--- src/rtl/core/utf8_sanitize_markup_escape_assert.svh ---
// Assertion macros for the text sanitiser block.
`ifndef UTF8_SANITIZE_MARKUP_ESCAPE_ASSERT_SVH
`define UTF8_SANITIZE_MARKUP_ESCAPE_ASSERT_SVH

// Same-cycle implication, disabled while reset is low.
`define U8SE_ASSERT_IMPL(label, clk, rst_n, ante, cons) \
    label: assert property (@(posedge clk) disable iff (!(rst_n)) (ante) |-> (cons)) \
        else $error("u8se assertion failed");

// Next-cycle implication, disabled while reset is low.
`define U8SE_ASSERT_NEXT(label, clk, rst_n, ante, cons) \
    label: assert property (@(posedge clk) disable iff (!(rst_n)) (ante) |=> (cons)) \
        else $error("u8se assertion failed");

`endif

--- src/rtl/core/u8se_pkg.sv ---
// Shared types, constants and helper functions of the text sanitiser.
`default_nettype none
package u8se_pkg;

    localparam int unsigned CFG_W       = 10;
    localparam int unsigned COUNT_WIDTH = 10;
    localparam int unsigned UNIT_MAX    = 5;
    localparam int unsigned LEN_W       = 3;

    localparam logic [CFG_W-1:0] MAX_OUT_RESET = CFG_W'(103);

    typedef logic [7:0]                t_byte;
    typedef logic [UNIT_MAX-1:0][7:0]  t_seq;
    typedef logic [LEN_W-1:0]          t_len;

    // Markup characters and their escapes (byte 0 sent first)
    localparam t_byte CH_AMP = 8'h26;
    localparam t_byte CH_LT  = 8'h3C;
    localparam t_byte CH_GT  = 8'h3E;

    localparam t_seq ESC_AMP = {8'h3B, 8'h70, 8'h6D, 8'h61, 8'h26};
    localparam t_seq ESC_LT  = {8'h00, 8'h3B, 8'h74, 8'h6C, 8'h26};
    localparam t_seq ESC_GT  = {8'h00, 8'h3B, 8'h74, 8'h67, 8'h26};

    localparam t_len LEN_AMP = 3'd5;
    localparam t_len LEN_LT  = 3'd4;
    localparam t_len LEN_GT  = 3'd4;

    // One unit of work handed to the output serialiser
    typedef struct packed {
        t_seq       bytes;
        t_len       n;
        logic       term;
        logic       trunc;
    } t_unit;

    // Sequence length announced by a lead byte, zero for an invalid lead
    function automatic t_len lead_length(input t_byte b);
        t_len len;
        if ((b & 8'h80) == 8'h00)      len = 3'd1;
        else if ((b & 8'hE0) == 8'hC0) len = 3'd2;
        else if ((b & 8'hF0) == 8'hE0) len = 3'd3;
        else if ((b & 8'hF8) == 8'hF0) len = 3'd4;
        else                           len = 3'd0;
        return len;
    endfunction

endpackage
`default_nettype wire

--- src/rtl/core/u8se_if.sv ---
// Stream and configuration channel interfaces of the text sanitiser.
`default_nettype none
interface u8se_in_if;
    logic       valid;
    logic       ready;
    logic [7:0] in_byte;
    logic       has_byte;
    logic       end_of_text;

    modport source (output valid, output in_byte, output has_byte, output end_of_text,
                    input ready);
    modport sink   (input valid, input in_byte, input has_byte, input end_of_text,
                    output ready);
endinterface

interface u8se_out_if;
    logic       valid;
    logic       ready;
    logic [7:0] out_byte;
    logic       out_valid;
    logic       out_last;
    logic       truncated;

    modport source (output valid, output out_byte, output out_valid, output out_last,
                    output truncated, input ready);
    modport sink   (input valid, input out_byte, input out_valid, input out_last,
                    input truncated, output ready);
endinterface

interface u8se_cfg_if;
    logic       valid;
    logic       ready;
    logic [9:0] data;

    modport source (output valid, output data, input ready);
    modport sink   (input valid, input data, output ready);
endinterface
`default_nettype wire

--- src/rtl/core/u8se_serial.sv ---
// Output serialiser: holds one unit and sends its results one per transfer.
`default_nettype none
module u8se_serial (
    input  wire logic          i_clk,
    input  wire logic          i_rst_n,
    input  wire u8se_pkg::t_unit i_unit,
    input  wire logic          i_load,
    output logic               o_take,
    u8se_out_if.source         o_out
);
    import u8se_pkg::*;

    t_unit r_unit;
    logic  r_active;
    t_len  r_idx;

    t_len  total;
    logic  xfer;
    logic  last_xfer;

    // Results in the held unit: its bytes plus an optional terminator
    assign total     = r_unit.n + t_len'(r_unit.term);
    assign xfer      = o_out.valid && o_out.ready;
    assign last_xfer = xfer && (r_idx == total - 3'd1);
    assign o_take    = !r_active || last_xfer;

    // Present the current result
    always_comb begin
        o_out.valid = r_active;
        if (r_idx < r_unit.n) begin
            o_out.out_byte  = r_unit.bytes[r_idx];
            o_out.out_valid = 1'b1;
            o_out.out_last  = 1'b0;
            o_out.truncated = 1'b0;
        end else begin
            o_out.out_byte  = 8'h00;
            o_out.out_valid = 1'b0;
            o_out.out_last  = 1'b1;
            o_out.truncated = r_unit.trunc;
        end
    end

    // Unit buffer and result index
    always_ff @(posedge i_clk) begin
        if (!i_rst_n) begin
            r_active <= 1'b0;
            r_idx    <= '0;
        end else if (i_load) begin
            r_active <= 1'b1;
            r_idx    <= '0;
        end else if (last_xfer) begin
            r_active <= 1'b0;
        end else if (xfer) begin
            r_idx <= r_idx + 3'd1;
        end
        if (i_load) begin
            r_unit <= i_unit;
        end
    end

endmodule
`default_nettype wire

--- src/rtl/core/utf8_sanitize_markup_escape.sv ---
// Latency: a byte accepted at one edge shows its first result in the next cycle.
// Throughput: one input byte per cycle while the output is not stalled and each byte
// gives at most one result; an item giving more than one result (escapes, multi-byte
// characters, terminator) holds the input until the single-byte output serialiser has sent them.
// Reset: synchronous, active low; clears the pending sequence, the byte count,
// the cut flag and the output buffer, and sets the capacity to 103.
`default_nettype none
`include "utf8_sanitize_markup_escape_assert.svh"
module utf8_sanitize_markup_escape (
    input  wire logic  i_clk,
    input  wire logic  i_rst_n,
    u8se_in_if.sink    i_in,
    u8se_out_if.source o_out,
    u8se_cfg_if.sink   i_cfg
);
    import u8se_pkg::*;

    localparam int unsigned SUM_W = ((COUNT_WIDTH > CFG_W) ? COUNT_WIDTH : CFG_W) + 1;
    localparam logic [SUM_W-1:0] COUNT_MAX = SUM_W'((1 << COUNT_WIDTH) - 1);

    logic [CFG_W-1:0]       r_max;
    logic [23:0]            r_pend,  n_pend;
    t_len                   r_exp,   n_exp;
    t_len                   r_have,  n_have;
    logic [COUNT_WIDTH-1:0] r_count, n_count;
    logic                   r_stopped, n_stopped;

    t_unit            unit;
    logic             take;
    logic             in_xfer;
    logic             use_lead;
    logic             emit_req;
    t_len             emit_n;
    t_seq             emit_seq;
    t_len             len;
    t_byte            b;
    logic [SUM_W-1:0] cap;
    logic [SUM_W-1:0] sum;

    assign i_cfg.ready = 1'b1;
    assign i_in.ready  = take;
    assign in_xfer     = i_in.valid && i_in.ready;
    assign b           = i_in.in_byte;

    // Capacity limited to what the counter can hold
    assign cap = (SUM_W'(r_max) > COUNT_MAX) ? COUNT_MAX : SUM_W'(r_max);
    assign sum = SUM_W'(r_count) + SUM_W'(emit_n);

    // Decode one input item into a unit of results and the next state
    always_comb begin
        n_pend    = r_pend;
        n_exp     = r_exp;
        n_have    = r_have;
        n_count   = r_count;
        n_stopped = r_stopped;
        unit      = '0;
        use_lead  = 1'b0;
        emit_req  = 1'b0;
        emit_n    = '0;
        emit_seq  = '0;
        len       = lead_length(b);

        if (in_xfer && i_in.has_byte && !r_stopped) begin
            use_lead = 1'b1;
            if (r_exp != 3'd0) begin
                if (b[7:6] == 2'b10 && r_have < r_exp) begin
                    use_lead = 1'b0;
                    if (r_have + 3'd1 == r_exp) begin
                        // sequence complete
                        emit_req = 1'b1;
                        emit_n   = r_exp;
                        case (r_exp)
                            3'd2:    emit_seq = {24'h0, b, r_pend[7:0]};
                            3'd3:    emit_seq = {16'h0, b, r_pend[15:0]};
                            default: emit_seq = {8'h0, b, r_pend[23:0]};
                        endcase
                        n_pend = '0;
                        n_exp  = '0;
                        n_have = '0;
                    end else begin
                        case (r_have)
                            3'd1:    n_pend[15:8]  = b;
                            3'd2:    n_pend[23:16] = b;
                            default: n_pend        = r_pend;
                        endcase
                        n_have = r_have + 3'd1;
                    end
                end else begin
                    // broken continuation: drop it, rescan this byte as a lead
                    n_pend = '0;
                    n_exp  = '0;
                    n_have = '0;
                end
            end

            if (use_lead) begin
                if (len == 3'd1) begin
                    emit_req = 1'b1;
                    case (b)
                        CH_AMP: begin
                            emit_seq = ESC_AMP;
                            emit_n   = LEN_AMP;
                        end
                        CH_LT: begin
                            emit_seq = ESC_LT;
                            emit_n   = LEN_LT;
                        end
                        CH_GT: begin
                            emit_seq = ESC_GT;
                            emit_n   = LEN_GT;
                        end
                        default: begin
                            emit_seq = {32'h0, b};
                            emit_n   = 3'd1;
                        end
                    endcase
                end else if (len != 3'd0) begin
                    n_pend = {16'h0, b};
                    n_exp  = len;
                    n_have = 3'd1;
                end
            end

            // Capacity check: a unit that does not fit cuts the rest of the text
            if (emit_req) begin
                if (sum > cap) begin
                    n_stopped = 1'b1;
                    n_pend    = '0;
                    n_exp     = '0;
                    n_have    = '0;
                end else begin
                    unit.bytes = emit_seq;
                    unit.n     = emit_n;
                    n_count    = sum[COUNT_WIDTH-1:0];
                end
            end
        end

        // End of text: terminator and a fresh string
        if (in_xfer && i_in.end_of_text) begin
            unit.term  = 1'b1;
            unit.trunc = n_stopped;
            n_pend     = '0;
            n_exp      = '0;
            n_have     = '0;
            n_count    = '0;
            n_stopped  = 1'b0;
        end
    end

    // Decoder state and capacity register
    always_ff @(posedge i_clk) begin
        if (!i_rst_n) begin
            r_max     <= MAX_OUT_RESET;
            r_pend    <= '0;
            r_exp     <= '0;
            r_have    <= '0;
            r_count   <= '0;
            r_stopped <= 1'b0;
        end else begin
            if (i_cfg.valid && i_cfg.ready) begin
                r_max <= i_cfg.data;
            end
            r_pend    <= n_pend;
            r_exp     <= n_exp;
            r_have    <= n_have;
            r_count   <= n_count;
            r_stopped <= n_stopped;
        end
    end

    // Output serialiser
    u8se_serial u_serial (
        .i_clk   (i_clk),
        .i_rst_n (i_rst_n),
        .i_unit  (unit),
        .i_load  (in_xfer && (unit.n != 3'd0 || unit.term)),
        .o_take  (take),
        .o_out   (o_out)
    );

    // Checks
    `U8SE_ASSERT_IMPL(a_stall_blocks_input, i_clk, i_rst_n, o_out.valid && !o_out.ready, !i_in.ready)
    `U8SE_ASSERT_IMPL(a_pending_consistent, i_clk, i_rst_n, r_exp == 3'd0, r_have == 3'd0)
    `U8SE_ASSERT_IMPL(a_have_below_len, i_clk, i_rst_n, r_exp != 3'd0, r_have < r_exp)
    `U8SE_ASSERT_NEXT(a_cut_holds_count, i_clk, i_rst_n, in_xfer && !i_in.end_of_text && r_stopped, $stable(r_count) && r_stopped)
    `U8SE_ASSERT_NEXT(a_end_clears, i_clk, i_rst_n, in_xfer && i_in.end_of_text, !r_stopped && r_count == '0 && r_exp == 3'd0)

endmodule
`default_nettype wire

--- src/flat_wrapper.sv ---
// flat-port wrapper written by rule: the top's interface ports become plain ports
module utf8_sanitize_markup_escape_flat import u8se_pkg::*;
  (i_clk, i_rst_n, i_in_valid, i_in_in_byte, i_in_has_byte, i_in_end_of_text, i_in_ready, o_out_valid, o_out_out_byte, o_out_out_valid, o_out_out_last, o_out_truncated, o_out_ready, i_cfg_valid, i_cfg_data, i_cfg_ready);
  u8se_in_if i_in_i ();
  u8se_out_if o_out_i ();
  u8se_cfg_if i_cfg_i ();
  input  wire logic i_clk;
  input  wire logic i_rst_n;
  input wire logic [$bits(i_in_i.valid)-1:0] i_in_valid;
  input wire logic [$bits(i_in_i.in_byte)-1:0] i_in_in_byte;
  input wire logic [$bits(i_in_i.has_byte)-1:0] i_in_has_byte;
  input wire logic [$bits(i_in_i.end_of_text)-1:0] i_in_end_of_text;
  output wire logic [$bits(i_in_i.ready)-1:0] i_in_ready;
  output wire logic [$bits(o_out_i.valid)-1:0] o_out_valid;
  output wire logic [$bits(o_out_i.out_byte)-1:0] o_out_out_byte;
  output wire logic [$bits(o_out_i.out_valid)-1:0] o_out_out_valid;
  output wire logic [$bits(o_out_i.out_last)-1:0] o_out_out_last;
  output wire logic [$bits(o_out_i.truncated)-1:0] o_out_truncated;
  input wire logic [$bits(o_out_i.ready)-1:0] o_out_ready;
  input wire logic [$bits(i_cfg_i.valid)-1:0] i_cfg_valid;
  input wire logic [$bits(i_cfg_i.data)-1:0] i_cfg_data;
  output wire logic [$bits(i_cfg_i.ready)-1:0] i_cfg_ready;
  assign i_in_i.valid = i_in_valid;
  assign i_in_i.in_byte = i_in_in_byte;
  assign i_in_i.has_byte = i_in_has_byte;
  assign i_in_i.end_of_text = i_in_end_of_text;
  assign i_in_ready = i_in_i.ready;
  assign o_out_valid = o_out_i.valid;
  assign o_out_out_byte = o_out_i.out_byte;
  assign o_out_out_valid = o_out_i.out_valid;
  assign o_out_out_last = o_out_i.out_last;
  assign o_out_truncated = o_out_i.truncated;
  assign o_out_i.ready = o_out_ready;
  assign i_cfg_i.valid = i_cfg_valid;
  assign i_cfg_i.data = i_cfg_data;
  assign i_cfg_ready = i_cfg_i.ready;
  utf8_sanitize_markup_escape u_core (.i_clk(i_clk), .i_rst_n(i_rst_n), .i_in(i_in_i), .o_out(o_out_i), .i_cfg(i_cfg_i));
endmodule
--- config.mk ---
export PLATFORM = sky130hd
export DESIGN_NAME = utf8_sanitize_markup_escape_flat
export DESIGN_NICKNAME = d
export VERILOG_FILES = /design/src/rtl/core/u8se_pkg.sv /design/src/rtl/core/u8se_if.sv /design/src/rtl/core/u8se_serial.sv /design/src/rtl/core/utf8_sanitize_markup_escape.sv /design/src/flat_wrapper.sv
export VERILOG_INCLUDE_DIRS = /design/src /design/src/rtl/core
export SDC_FILE = /design/constraint.sdc
export NUM_CORES = 1
export LEC_CHECK = 0
export BUFFER_PORTS_ARGS = -buffer_cell sky130_fd_sc_hd__buf_2
export CORE_MARGIN = 3
export CORE_UTILIZATION = 45
export DETAILED_ROUTE_END_ITERATION = 6
export REMOVE_ABC_BUFFERS = 1
export SYNTH_ARGS = -nofsm -noshare
export SYNTH_HDL_FRONTEND = slang
export SYNTH_HIERARCHICAL = 1
export SYNTH_SLANG_ARGS = --single-unit
--- constraint.sdc ---
create_clock -name i_clk -period 8.5 [get_ports i_clk]
set_input_delay 1.275 -clock i_clk [delete_from_list [all_inputs] [get_ports i_clk]]
set_output_delay 1.275 -clock i_clk [all_outputs]
set_load 0.005 [all_outputs]
## Word level (Yosys, flattened, before mapping)

Cells that the tools add are included.

| word-level totals | value |
|---|---|
| register bits | 100 |
| output and inout port bits | 14 |

| operators by class | value |
|---|---|
| $add $sub $neg | 5 |
| bitwise gates (word level) | 5 |
| reduce and logical (&&, ||, !) cells | 23 |
| equality and inequality tests | 14 |
| $lt $le $gt $ge | 4 |
| multiplexer cells | 68 |

Operator list:

| cell | number |
|---|---|
| two-way mux 40 bit | 5 |
| two-way mux 24 bit | 8 |
| case mux 38 bit (3 select lines) | 1 |
| two-way mux 3 bit | 29 |
| case mux 32 bit (2 select lines) | 1 |
| two-way mux 8 bit | 4 |
| binary-select mux 8 bit (select 3 bit) | 1 |
| == test 8 x 6 -> 1 bit, second input constant | 3 |
| two-way mux 1 bit | 17 |
| adder 10 x 3 -> 11 bit | 1 |
| > comparator 11 x 10 -> 1 bit | 1 |
| == test 3 x 2 -> 1 bit, second input constant | 3 |
| nonzero test 3 bit | 3 |
| logical AND 1 bit | 8 |
| logical NOT 8 bit | 1 |
| adder 3 x 1 -> 3 bit, second input constant | 2 |
| == test 3 x 1 -> 1 bit, second input constant | 2 |
| == test 3 bit | 2 |
| < comparator 3 bit | 2 |
| case mux 3 bit (2 select lines) | 1 |
| OR reduction 2 bit | 3 |
| == test 5 bit, second input constant | 1 |
| inverter 1 bit | 5 |
| == test 4 bit, second input constant | 1 |
| other kinds (12) | 14 |

## Logic depth before layout (Yosys ltp)

| logic depth | value |
|---|---|
| depth in word-level cells | 20 |
| gate-level depth with buffers | 28 |

## Cells and area by module

Netlist, hierarchy kept.

Modules (own cells, without submodules):

| module | cells an instance | area an instance (um2) | seq. area each (um2) | instances |
|---|---|---|---|---|
| utf8_sanitize_markup_escape | 430 | 3397.0 | 1021.0 | 1 |
| u8se_serial | 110 | 1978.1 | 1431.4 | 1 |

## Worst setup path after synthesis

OpenSTA, ideal clock, no wires.

| timing path | value |
|---|---|
| kind | input port to flip-flop |
| from | in o_out_ready |
| to | reg u_core.u_serial.r_idx[0] |
| stages | 24 |
| slack | 0.317 ns |
| arrival time | 8.066 ns |
| cell sequence | nand4_1 nand2_1 nand2_1 nor3b_1 clkbuf_1 nand2_1 a21oi_1 ha_1 inv_1 fa_1 nor2b_1 o2111ai_1 or2_2 xnor2_1 ha_1 a211oi_1 nand2_1 o311ai_4 nand4b_4 buf_6 buf_2 a21oi_1 nand2b_1 nor2_1 |

| between the ends | value |
|---|---|
| longest elaborated chain between the ends | 16 |
| elaborated cells on any way between the ends | 20 |
| those cells by class | add/sub (1); order compare (1); mux (5); bitwise (1); reduce/logical (12) |

Ends and longest elaborated chain:

| element | RTL line | source |
|---|---|---|
| from (decl) | flat_wrapper.sv:19 | `input wire logic [$bits(o_out_i.ready)-1:0] o_out_ready;` |
| logical AND 1 bit | u8se_serial.sv:23 | `assign xfer = o_out.valid && o_out.ready;` |
| logical AND 1 bit | u8se_serial.sv:24 | `assign last_xfer = xfer && (r_idx == total - 3'd1);` |
| logical OR 1 bit | u8se_serial.sv:25 | `assign o_take = !r_active \|\| last_xfer;` |
| via i_in_ready | flat_wrapper.sv:13 | `output wire logic [$bits(i_in_i.ready)-1:0] i_in_ready;` |
| logical AND 1 bit | utf8_sanitize_markup_escape.sv:42 | `assign in_xfer = i_in.valid && i_in.ready;` |
| logical AND 1 bit (2 in a row) | utf8_sanitize_markup_escape.sv:63 | `if (in_xfer && i_in.has_byte && !r_stopped) begin` |
| two-way mux 3 bit | utf8_sanitize_markup_escape.sv:63 |  |
| adder 10 x 3 -> 11 bit | utf8_sanitize_markup_escape.sv:47 | `assign sum = SUM_W'(r_count) + SUM_W'(emit_n);` |
| via u_core.sum[8] | utf8_sanitize_markup_escape.sv:38 | `logic [SUM_W-1:0] sum;` |
| > comparator 11 x 10 -> 1 bit | utf8_sanitize_markup_escape.sv:126 | `if (sum > cap) begin` |
| two-way mux 3 bit | utf8_sanitize_markup_escape.sv:126 |  |
| two-way mux 3 bit | utf8_sanitize_markup_escape.sv:125 | `if (emit_req) begin` |
| two-way mux 3 bit | utf8_sanitize_markup_escape.sv:63 |  |
| nonzero test 3 bit | utf8_sanitize_markup_escape.sv:177 | `.i_load (in_xfer && (unit.n != 3'd0 \|\| unit.term)),` |
| logical OR 1 bit | utf8_sanitize_markup_escape.sv:177 |  |
| logical AND 1 bit | utf8_sanitize_markup_escape.sv:177 |  |
| OR reduction 2 bit (no line) | n/a |  |
| to (signal assigned) | u8se_serial.sv:54 | `r_idx <= r_idx + 3'd1;` |
| to (decl) | u8se_serial.sv:15 | `t_len r_idx;` |

The timed path passes the listed nets, and every way through them passes these cells.
A chain may end at the register's enable or synchronous reset.

## Final worst setup path

| timing path | value |
|---|---|
| from | in i_in_in_byte[7] |
| to | reg u_core.u_serial.r_idx[1] |

| between the ends | value |
|---|---|
| longest elaborated chain between the ends | 18 |
| elaborated cells on any way between the ends | 38 |
| those cells by class | add/sub (1); order compare (1); eq/ne (8); mux (21); reduce/logical (7) |

Ends and longest elaborated chain:

| element | RTL line | source |
|---|---|---|
| from (decl) | flat_wrapper.sv:10 | `input wire logic [$bits(i_in_i.in_byte)-1:0] i_in_in_byte;` |
| == test 5 bit | u8se_pkg.sv:43 | `else if ((b & 8'hF8) == 8'hF0) len = 3'd4;` |
| two-way mux 3 bit | u8se_pkg.sv:43 |  |
| two-way mux 3 bit | u8se_pkg.sv:42 | `else if ((b & 8'hF0) == 8'hE0) len = 3'd3;` |
| two-way mux 3 bit | u8se_pkg.sv:41 | `else if ((b & 8'hE0) == 8'hC0) len = 3'd2;` |
| two-way mux 3 bit | u8se_pkg.sv:40 | `if ((b & 8'h80) == 8'h00) len = 3'd1;` |
| == test 3 x 1 -> 1 bit | utf8_sanitize_markup_escape.sv:97 | `if (len == 3'd1) begin` |
| two-way mux 3 bit | utf8_sanitize_markup_escape.sv:97 |  |
| two-way mux 3 bit (*) | utf8_sanitize_markup_escape.sv:96 | `if (use_lead) begin` |
| (+2 left out) | n/a |  |
| via u_core.sum[8] | utf8_sanitize_markup_escape.sv:38 |  |
| > comparator 11 x 10 -> 1 bit (*) | utf8_sanitize_markup_escape.sv:126 |  |
| two-way mux 3 bit (*) | utf8_sanitize_markup_escape.sv:126 |  |
| two-way mux 3 bit (*) | utf8_sanitize_markup_escape.sv:125 |  |
| two-way mux 3 bit (*) | utf8_sanitize_markup_escape.sv:63 |  |
| nonzero test 3 bit (*) | utf8_sanitize_markup_escape.sv:177 |  |
| logical OR 1 bit (*) | utf8_sanitize_markup_escape.sv:177 |  |
| logical AND 1 bit (*) | utf8_sanitize_markup_escape.sv:177 |  |
| OR reduction 2 bit (no line) (*) | n/a |  |

The timed path passes the listed nets; every way through them passes the cells marked *. The select of a mux whose other input is x is not followed.

==> results.sh <==
export IMPL_status="complete, no violations"
export IMPL_via_per_inst=5.71
export IMPL_gp_congestion=0.856
export IMPL_ys_seq_elements=100
export IMPL_core_um2=11600
export IMPL_cp_max_fo=47
export IMPL_worstSetupEndpointType="flop"
export IMPL_port_buffers=37
export IMPL_synth_cell_types=63
export IMPL_rows=39
export IMPL_crit_type="input pin to flop"
export IMPL_final_max_slew_viol_count=0
export IMPL_clock_path_buffers=2
export IMPL_avgRoutedWirePerCell_um=17.1
export IMPL_r2r_slack_ps=1770
export IMPL_yosysTopAreaCellShare_pct=25.1
export IMPL_critPathSlowestCell="and4_1"
export IMPL_skew_ps=6.76
export IMPL_cts_htree_levels=3
export IMPL_reg2reg_from="u_core/r_exp[1]$_SDFFE_PP0P_"
export IMPL_synth_edf_count=45
export IMPL_ys_warn_count=6
export IMPL_dp_slack_ps=1330
export IMPL_grt_ovfl_total=0
export IMPL_drive_gt1_share_pct=15.3
export IMPL_fmax_mhz=145
export IMPL_fill_cells=1101
export IMPL_slew_headroom_pct=47.1
export IMPL_cts_sinks=100
export IMPL_first_pass_iters=5
export IMPL_synth_cell_area_um2=5380
export IMPL_finalWirelength_um=12200
export IMPL_hp_class="flop to flop"
export IMPL_p_leak_nw=2.18
export IMPL_syn_avg_cell_area_um2=9.95
export IMPL_design_area_um2=5930
export IMPL_drc_errors=0
export IMPL_crit_reg2reg_capture="u_core/u_serial/r_idx[1]$_SDFFE_PP0P_"
export IMPL_min_to="u_core/r_pend[15]$_SDFFE_PP0P_"
export IMPL_grt_pass1_vias=3900
export IMPL_antenna_found_initial=0
export IMPL_hpwl_um=8790
export IMPL_cts_hold_fix_buffers=0
export IMPL_start_util_pct=46.5
export IMPL_tightestPinTransition_ps=791
export IMPL_area_growth_pct=10.4
export IMPL_worst_slack_ps=1610
export IMPL_tns_ps=0
export IMPL_finalHoldViolations=0
export IMPL_die_h_um=115
export IMPL_start_kind="input pin"
export IMPL_async_reset_ff_share_pct=0
export IMPL_worstPathCellList="buf_2 > inv_1 > nor3_2 > and4_1 > nand2_1 > a21oi_1 > ha_1 > inv_1 > fa_1 > nor2b_1 > o2111ai_1 > or2_2 > xnor2_1 > ha_1 > a211oi_1 > nand2_1 > o311ai_4 > nand4b_4 > a21oi_4 > buf_4 > nand2b_1 > nor2_1"
export IMPL_period_share_pct=81.1
export IMPL_drt_iter0_markers=399
export IMPL_place_area_um2=5640
export IMPL_arrival_ps=7140
export IMPL_routed_via_count=4064
export IMPL_whs_path_depth=1
export IMPL_drv_cap=0
export IMPL_grt_max_degree=48
export IMPL_die_x_um=115
export IMPL_clockRootBuffer="clkbuf_16"
export IMPL_fin_nets=614
export IMPL_synth_cells=540
export IMPL_cts_made_buffers=9
export IMPL_antenna_cells=0
export IMPL_ant_nets=0
export IMPL_synth_ff_type="dfxtp_1"
export IMPL_reg2reg_depth=23
export IMPL_path_clk_slew_ps=70
export IMPL_grt_use_total_pct=19.6
export IMPL_yosys_top_cells_area="edfxtp_1 (25%), dfxtp_1 (20%), ha_1 (5.6%)"
export IMPL_cts_resized=0
export IMPL_cts_setup_buffers=0
export IMPL_cp_required_ps=8740
export IMPL_die_area_um2=13300
export IMPL_fin_crit_ps=6890
export IMPL_synth_top_cell_by_area="edfxtp_1"
export IMPL_io_pins=39
export IMPL_grt_pass1_wl_um=20100
export IMPL_max_stage_delay_ps=700
export IMPL_power_density_nw_per_um2=172
export IMPL_setup_violations_final=0
export IMPL_cts_tree="built"
export IMPL_ir_drop_uv=107
export IMPL_hp_start="u_core/r_pend[15]$_SDFFE_PP0P_"
export IMPL_clk_latency_ps=350
export IMPL_grt_setup_unrepaired="false"
export IMPL_ys_seq_area_share_pct=45.6
## per-stage QoR
step / power [mW] / std cells / utilization [%] / hold slack, ps
2_1_floorplan: 0.595 / 514 / - / 426
5_1_grt: 1.07 / 712 / 51.3 / 502
3_3_place_gp: 0.628 / 696 / 48.8 / 439
6_report: 1.02 / 712 / 51.3 / 475
3_5_place_dp: 0.631 / 696 / 48.8 / 447
4_1_cts: 1.03 / 712 / 51.3 / 474
## power breakdown
part / switching, mW / internal [mW] / total (mW)
registers: 0.00793 / 0.519 / 0.527
clock network: 0.193 / 0.206 / 0.400
logic: 0.0584 / 0.0346 / 0.0930
## how the worst max path moves through the flow
stage                         start                                    end  slack [ps]
finish              i_in_in_byte[7]  u_core/u_serial/r_idx[1]$_SDFFE_PP0P_        1610
global route        i_in_in_byte[7]  u_core/u_serial/r_idx[0]$_SDFFE_PP0P_        1140
CTS                 i_in_in_byte[7]  u_core/u_serial/r_idx[1]$_SDFFE_PP0P_        1680
detailed placement  i_in_in_byte[7]  u_core/u_serial/r_idx[1]$_SDFFE_PP0P_        1330
global placement    i_in_in_byte[7]  u_core/u_serial/r_idx[1]$_SDFFE_PP0P_        1510
floorplan               o_out_ready  u_core/u_serial/r_idx[0]$_SDFFE_PP0P_          60
## final cells by class
class / instances / area, um2 / area share [%]
multi-input combinational: 386 / 2700 / 45.6
sequential: 100 / 2450 / 41.3
clock buffer: 9 / 225 / 3.80
timing repair buffer: 39 / 200 / 3.37
tap: 143 / 179 / 3.02
inverter: 28 / 105 / 1.77
clock inverter: 7 / 66.3 / 1.12
## routing by layer
metal	track usage (%)	wire length [um]	up-vias
li1	-	-	2012
met1	28.4	6090	1934
met2	29.6	5340	104
met3	3.42	573	14
met4	7.12	176	0
met5	0	0	-
## cells in the final DEF, fill, tap and decap left out, types with 16 or more instances in the layout
cell      netlist  routed
ha_1           24      24
buf_2           5      37
dfxtp_1        55      55
nor2_1         43      43
o21ai_0        19      19
a22o_1         16      16
edfxtp_1       45      45
inv_1          27      27
nand2_1        63      63
a21oi_1        45      44
## worst max-delay path, delay by kind of cell
family,cells,cell delay [ps]
AOI/OAI and AO/OA,5,1400
xor gates and xnor gates,1,130
adders and majority gates,3,820
buffers and inverters,4,840
and+or+nand+nor,9,2650
## flip-flops by register name (all words and copies together) (netlist names)
name / cells
u_core/r_have: 3
u_core/u_serial/r_idx: 3
u_core/u_serial/o_out.valid: 1
u_core/r_max: 10
u_core/u_serial/r_unit: 45
u_core/r_stopped: 1
u_core/r_pend: 24
u_core/r_count: 10
u_core/r_exp: 3
## synthesized netlist by cell type (2+ instances only)
master / n
a211oi_1: 5
a21o_1: 6
a21oi_1: 45
a22o_1: 16
a22oi_1: 13
a31oi_1: 7
and2_1: 9
buf_2: 5
buf_6: 3
clkbuf_1: 19
conb_1: 2
dfxtp_1: 55
edfxtp_1: 45
ha_1: 24
inv_1: 27
mux2_2: 4
mux2i_1: 8
mux4_2: 8
nand2_1: 63
nand2b_1: 4
nand3_1: 13
nand3b_1: 3
nand4_1: 6
nor2_1: 43
nor2b_1: 10
nor3_1: 8
nor3_2: 4
nor3b_1: 2
o211ai_1: 5
o21ai_0: 19
o21ai_1: 3
o31ai_1: 2
o31ai_4: 2
or2_2: 3
or3_1: 9
xnor2_1: 11
xor2_1: 3
## kinds of logic (layout without fill, tap and decap cells)
| family | count (synthesis) | count (layout) | share of synthesized area (%) |
|---|---|---|---|
| XOR/XNOR | 16 | 16 | 3.14 |
| adder cells (fa/ha/maj) | 25 | 25 | 5.96 |
| AO/OA/AOI/OAI | 137 | 137 | 17.9 |
| other | 2 | 4 | 0.140 |
| AND/OR/NAND/NOR | 184 | 184 | 17.1 |
| multiplexers | 20 | 20 | 5.68 |
| buffers and inverters | 56 | 83 | 4.52 |
| flip-flops | 100 | 100 | 45.6 |
No activity file was read; power rests on OpenSTA's default activity.
